--- src/sv/lpsp_pkg.sv ---
`timescale 1ns / 1ps

package lpsp_pkg;

  localparam int unsigned WIN_LEN        = 7;
  localparam int unsigned CNT_W          = 3;
  localparam int unsigned FRAC_BITS      = 4;
  localparam int unsigned ANGLE_BINS_DEF = 360;
  localparam logic [7:0]  SUM_MOD        = 8'd255;

  // One decoded measurement, as carried from the window logic to the result register.
  typedef struct packed {
    logic [7:0]  sync_byte;
    logic [15:0] angle_fixed;
    logic [11:0] degree_index;
    logic        angle_in_range;
    logic [15:0] distance_cm;
    logic [7:0]  signal_strength;
  } meas_t;

endpackage

--- src/sv/lidar_packet_sync_parser_unit.sv ---
`timescale 1ns / 1ps

// Channel  Direction  Handshake              Payload
// rx       in         rx_valid_i/rx_ready_o  rx_byte_i
// out      out        out_valid_o/out_ready_i sync_byte_o, angle_fixed_o, degree_index_o,
//                                            angle_in_range_o, distance_cm_o, signal_strength_o
//
// One byte is taken per cycle while rx_ready_o is high; a measurement appears in the
// cycle after the byte that completes a packet with a valid checksum. The window update
// and checksum fold sit between the window registers and the result register.
// Reset clears the fill count and the result valid flag; window bytes are not reset.
// rx_ready_o drops only while a measurement waits in the result register and
// out_ready_i is low.

module lidar_packet_sync_parser_unit #(
  parameter int unsigned ANGLE_BINS = lpsp_pkg::ANGLE_BINS_DEF
) (
  input  logic        clk_i,
  input  logic        rst_ni,
  input  logic        rx_valid_i,
  output logic        rx_ready_o,
  input  logic [7:0]  rx_byte_i,
  output logic        out_valid_o,
  input  logic        out_ready_i,
  output logic [7:0]  sync_byte_o,
  output logic [15:0] angle_fixed_o,
  output logic [11:0] degree_index_o,
  output logic        angle_in_range_o,
  output logic [15:0] distance_cm_o,
  output logic [7:0]  signal_strength_o
);
  import lpsp_pkg::*;

  logic  take;
  logic  match;
  logic  space;
  meas_t meas_new;
  meas_t meas_out;

  assign rx_ready_o = space;
  assign take       = rx_valid_i && space;

  lpsp_window #(
    .ANGLE_BINS(ANGLE_BINS)
  ) u_window (
    .clk_i    (clk_i),
    .rst_ni   (rst_ni),
    .take_i   (take),
    .rx_byte_i(rx_byte_i),
    .match_o  (match),
    .meas_o   (meas_new)
  );

  lpsp_result_reg u_result (
    .clk_i      (clk_i),
    .rst_ni     (rst_ni),
    .load_i     (take && match),
    .meas_i     (meas_new),
    .space_o    (space),
    .out_valid_o(out_valid_o),
    .out_ready_i(out_ready_i),
    .meas_o     (meas_out)
  );

  assign sync_byte_o       = meas_out.sync_byte;
  assign angle_fixed_o     = meas_out.angle_fixed;
  assign degree_index_o    = meas_out.degree_index;
  assign angle_in_range_o  = meas_out.angle_in_range;
  assign distance_cm_o     = meas_out.distance_cm;
  assign signal_strength_o = meas_out.signal_strength;

endmodule

--- src/sv/lpsp_window.sv ---
`timescale 1ns / 1ps

module lpsp_window #(
  parameter int unsigned ANGLE_BINS = lpsp_pkg::ANGLE_BINS_DEF
) (
  input  logic            clk_i,
  input  logic            rst_ni,
  input  logic            take_i,
  input  logic [7:0]      rx_byte_i,
  output logic            match_o,
  output lpsp_pkg::meas_t meas_o
);
  import lpsp_pkg::*;

  localparam logic [16:0] AngleLimit = 17'(ANGLE_BINS * (2 ** FRAC_BITS));

  logic [7:0]       win_q [WIN_LEN];
  logic [7:0]       win_d [WIN_LEN];
  logic [CNT_W-1:0] count_q, count_d;
  logic             full_d;
  logic [10:0]      sum;
  logic [8:0]       fold;
  logic [7:0]       sum_mod;
  logic [15:0]      az;

  always_comb begin
    win_d = win_q;
    if (count_q < CNT_W'(WIN_LEN)) begin
      win_d[count_q] = rx_byte_i;
    end else begin
      for (int k = 0; k < WIN_LEN - 1; k++) begin
        win_d[k] = win_q[k + 1];
      end
      win_d[WIN_LEN - 1] = rx_byte_i;
    end
  end

  assign full_d = (count_q >= CNT_W'(WIN_LEN - 1));

  // 256 is 1 modulo 255, so the high bits fold onto the low byte; one subtract finishes it.
  always_comb begin
    sum = '0;
    for (int k = 0; k < WIN_LEN - 1; k++) begin
      sum = sum + 11'(win_d[k]);
    end
    fold = 9'(sum[7:0]) + 9'(sum[10:8]);
    if (fold >= 9'(SUM_MOD)) begin
      sum_mod = 8'(fold - 9'(SUM_MOD));
    end else begin
      sum_mod = fold[7:0];
    end
  end

  assign match_o = full_d && (sum_mod == win_d[WIN_LEN - 1]);

  assign az = {win_d[2], win_d[1]};

  always_comb begin
    meas_o.sync_byte       = win_d[0];
    meas_o.angle_fixed     = az;
    meas_o.degree_index    = az[15:FRAC_BITS];
    meas_o.angle_in_range  = ({1'b0, az} < AngleLimit);
    meas_o.distance_cm     = {win_d[4], win_d[3]};
    meas_o.signal_strength = win_d[5];
  end

  always_comb begin
    count_d = count_q;
    if (match_o) begin
      count_d = '0;
    end else if (count_q < CNT_W'(WIN_LEN)) begin
      count_d = count_q + CNT_W'(1);
    end
  end

  always_ff @(posedge clk_i or negedge rst_ni) begin
    if (!rst_ni) begin
      count_q <= '0;
    end else if (take_i) begin
      count_q <= count_d;
    end
  end

  always_ff @(posedge clk_i) begin
    if (take_i) begin
      win_q <= win_d;
    end
  end

endmodule

--- src/sv/lpsp_result_reg.sv ---
`timescale 1ns / 1ps

module lpsp_result_reg (
  input  logic            clk_i,
  input  logic            rst_ni,
  input  logic            load_i,
  input  lpsp_pkg::meas_t meas_i,
  output logic            space_o,
  output logic            out_valid_o,
  input  logic            out_ready_i,
  output lpsp_pkg::meas_t meas_o
);
  import lpsp_pkg::*;

  logic  valid_q, valid_d;
  meas_t meas_q;

  // The register has room when empty or when its transaction completes this cycle.
  assign space_o = !valid_q || out_ready_i;

  always_comb begin
    valid_d = valid_q;
    if (load_i) begin
      valid_d = 1'b1;
    end else if (out_ready_i) begin
      valid_d = 1'b0;
    end
  end

  always_ff @(posedge clk_i or negedge rst_ni) begin
    if (!rst_ni) begin
      valid_q <= 1'b0;
    end else begin
      valid_q <= valid_d;
    end
  end

  always_ff @(posedge clk_i) begin
    if (load_i) begin
      meas_q <= meas_i;
    end
  end

  assign out_valid_o = valid_q;
  assign meas_o      = meas_q;

endmodule

--- config.mk ---
export PLATFORM = sky130hd
export DESIGN_NAME = lidar_packet_sync_parser_unit
export DESIGN_NICKNAME = d
export VERILOG_FILES = /design/src/sv/lpsp_pkg.sv /design/src/sv/lidar_packet_sync_parser_unit.sv /design/src/sv/lpsp_window.sv /design/src/sv/lpsp_result_reg.sv
export SDC_FILE = /design/constraint.sdc
export NUM_CORES = 1
export LEC_CHECK = 0
export BUFFER_PORTS_ARGS = -buffer_cell sky130_fd_sc_hd__buf_2
export CAP_MARGIN = 25
export CORE_ASPECT_RATIO = 2
export CORE_UTILIZATION = 40
export DETAILED_ROUTE_END_ITERATION = 7
export PLACE_DENSITY = 0.65
export REMOVE_ABC_BUFFERS = 1
export SYNTH_ARGS = -nofsm -noshare
export SYNTH_HDL_FRONTEND = slang
export SYNTH_HIERARCHICAL = 1
export SYNTH_SLANG_ARGS = --single-unit
--- constraint.sdc ---
create_clock -name clk_i -period 12.8 [get_ports clk_i]
set_clock_uncertainty 0.1 [all_clocks]
set_input_delay 2.56 -clock clk_i [delete_from_list [all_inputs] [get_ports clk_i]]
set_output_delay 2.56 -clock clk_i [all_outputs]
set_load 0.03 [all_outputs]
==> results_dict.tcl <==
set metrics [dict create \
    routed_wl_um 16920 \
    postRouteAntennaNets 0 \
    clk_latency_ps 410 \
    ys.flop_type "edfxtp_1" \
    cts_setup_buffers 0 \
    synth_edf_count 117 \
    synth.top_cell.area_share_pct 49.08 \
    die_area_mm2 0.01847 \
    postSynthAreaPerCell_um2 11.75 \
    hold_viol_final 0 \
    post-route-util_pct 45.53 \
    min_period_ps 9980 \
    drv_slew 0 \
    worst_slew_pin_slew_ps 1066 \
    synth_top_area_cell "edfxtp_1" \
    portBuffers 74 \
    nets 688 \
    htree_levels 4 \
    cts_resized 0 \
    vias 4810 \
    gp_congestion 0.8836 \
    status "finished, final reports clean" \
    synth_commonest_cells "edfxtp_1 (117), inv_1 (70), buf_4 (60)" \
    cp-end-kind "flop" \
    ys_warn_count 6 \
    dpl.hpwl_um 12110 \
    grt_antenna_before_repair 0 \
    synth_area_leaders "edfxtp_1 (49%), fa_1 (9.2%), buf_4 (6.3%), inv_1 (3.7%), o22ai_1 (3.7%)" \
    cp_max_fo 43 \
    diodes 0 \
    core_mm2 0.01736 \
    crit_type "input port to flop" \
    grt_max_degree 62 \
    postSynthCellCount 609 \
    tns_ps 0 \
    ys_types 64 \
    post_drt_wl_per_cell_um 19.85 \
    crit_top_cell "fa_1" \
    synth_seq_cells 121 \
    cts-root-buf "clkbuf_16" \
    post-synth-top-count-cell "edfxtp_1" \
    ys_seq_area_share_pct 50.48 \
    start_kind "input port" \
    drv_cap 0 \
    path_clk_slew_ps 60 \
    grt_pass1_wl_um 26700 \
    cts_hold_buf 0 \
    fmax_ghz 0.1002 \
    hold_path_class "flop to flop" \
    pin_count 75 \
    cts_tree "yes" \
    post-route-period-util_pct 77.97 \
    synthArstFlopShare_pct 3.306 \
    cts_buffer_depth 2 \
    slowest_delay_ps 560 \
    cts_made_buffers 17 \
    route.detailed.drc 0 \
    crit_slowest_cell "fa_1" \
    worst_slack_ps 2820 \
    die_y_um 191.2 \
    cts.sinks 121 \
    firstDrtPassIters 6 \
    synth_area_mm2 0.007158 \
    required_ps 12800 \
    crit_arrival_ps 9980 \
    pre_cts_ws_ps 1845 \
    start_util_pct 41.24 \
    area_delta_synth_final_pct 10.40 \
    rsz0062_at_grt "false" \
    setup_viol_count_final 0 \
    grt_use_total_pct 19.76 \
    drive_gt1_share_pct 21.96 \
    slew_headroom_pct 28.91 \
    rows 68 \
    grt_overflow 0 \
    grt_pass1_vias 5009 \
    vias_per_cell 5.646 \
    first_iter_violations 438 \
    die_w_um 96.59 \
]
==> routing by layer <==
layer  share of wire [%]  up-vias  track usage, %
li1                    -     2171               -
met1                  35     2389           21.01
met2                  56      207           35.46
met3                 4.8       43           3.142
met4                 4.4        0           11.65
met5                   0        -               0
==> cell families after synthesis <==
group / after synthesis / synth area share [%]
muxes: 25 / 3.706
DFF: 121 / 50.48
xor gates and xnor gates: 16 / 2.342
adders and majority gates: 46 / 11.50
buffers and inverters: 153 / 11.29
AOI/OAI and AO/OA: 150 / 13.65
and+or+nand+nor: 98 / 7.027
==> flip-flops by register name (all words and copies together) (netlist names) <==
signal and count:
u_result/meas_o 61, u_window/win_q 56, u_window/count_q 3, u_result/out_valid_o 1
==> path summary, 6_finish.rpt <==
kind                                                   from                               end  slack [ps]  depth (start not counted)
min in group asynchronous                            rst_ni  u_result/out_valid_o$_DFFE_PN0P_        1840                          1
hold reg to reg            u_result/out_valid_o$_DFFE_PN0P_  u_result/out_valid_o$_DFFE_PN0P_         470                          2
setup / recovery                               rx_byte_i[2]     u_result/meas_o[10]$_DFFE_PP_        2820                         28
hold / removal             u_result/out_valid_o$_DFFE_PN0P_  u_result/out_valid_o$_DFFE_PN0P_         470                          2
setup reg to reg            u_window/count_q[2]$_DFFE_PN0P_     u_result/meas_o[10]$_DFFE_PP_        2860                         29
max in group asynchronous                            rst_ni   u_window/count_q[1]$_DFFE_PN0P_       10630                          1
==> critical path: cells and delay by family <==
kind                       cells  cell delay [ps]
xor gates and xnor gates       3              730
and+or+nand+nor                4              870
muxes                          1              210
adders and majority gates      7             2850
AOI/OAI and AO/OA              7             1780
buffers and inverters          6              960
==> through the flow <==
stage	cells	hold slack, ps	area (um2)
after floorplan	526	421.7	6613
after global placement	818	479.9	7310
after detailed placement	819	471.2	7315
after CTS	850	484.8	7875
after global routing	852	522.4	7903
final	852	466.5	7903
==> cells in the final DEF (no fill, tap or decap), drive strengths merged, types with 3 or more instances in the layout <==
cell type / Yosys / final
nor2: 16 / 16
nor4: 5 / 5
o211a: 3 / 3
and3: 5 / 5
buf: 64 / 85
a21oi: 39 / 39
o21ai: 29 / 29
nor2b: 3 / 3
and2: 4 / 4
a21o: 4 / 4
nand2b: 5 / 5
clkinvlp: 0 / 4
dfrtp: 4 / 4
nand3b: 4 / 4
mux2: 6 / 6
o21a: 4 / 4
fa: 33 / 33
clkbuf: 19 / 19
clkinv: 0 / 5
or2: 8 / 8
edfxtp: 117 / 117
o32ai: 4 / 4
mux2i: 19 / 19
inv: 70 / 71
o221ai: 4 / 4
xnor2: 10 / 10
xor2: 4 / 4
o22ai: 42 / 42
nand3: 4 / 4
ha: 13 / 13
nor3: 4 / 4
nand2: 36 / 36
==> final cells by class <==
class	count	area (um2)
Tap cell	210	262.8
Timing Repair Buffer	85	462.9
Fill cell	1611	9454
Sequential cell	121	3615
Inverter	70	262.8
Clock buffer	19	432.9
Clock inverter	12	127.6
Multi-Input combinational cell	335	2739
Power is left out: the tool's default activity adds up to more than one toggle a clock period on the data nets, which glitch-free logic cannot reach.
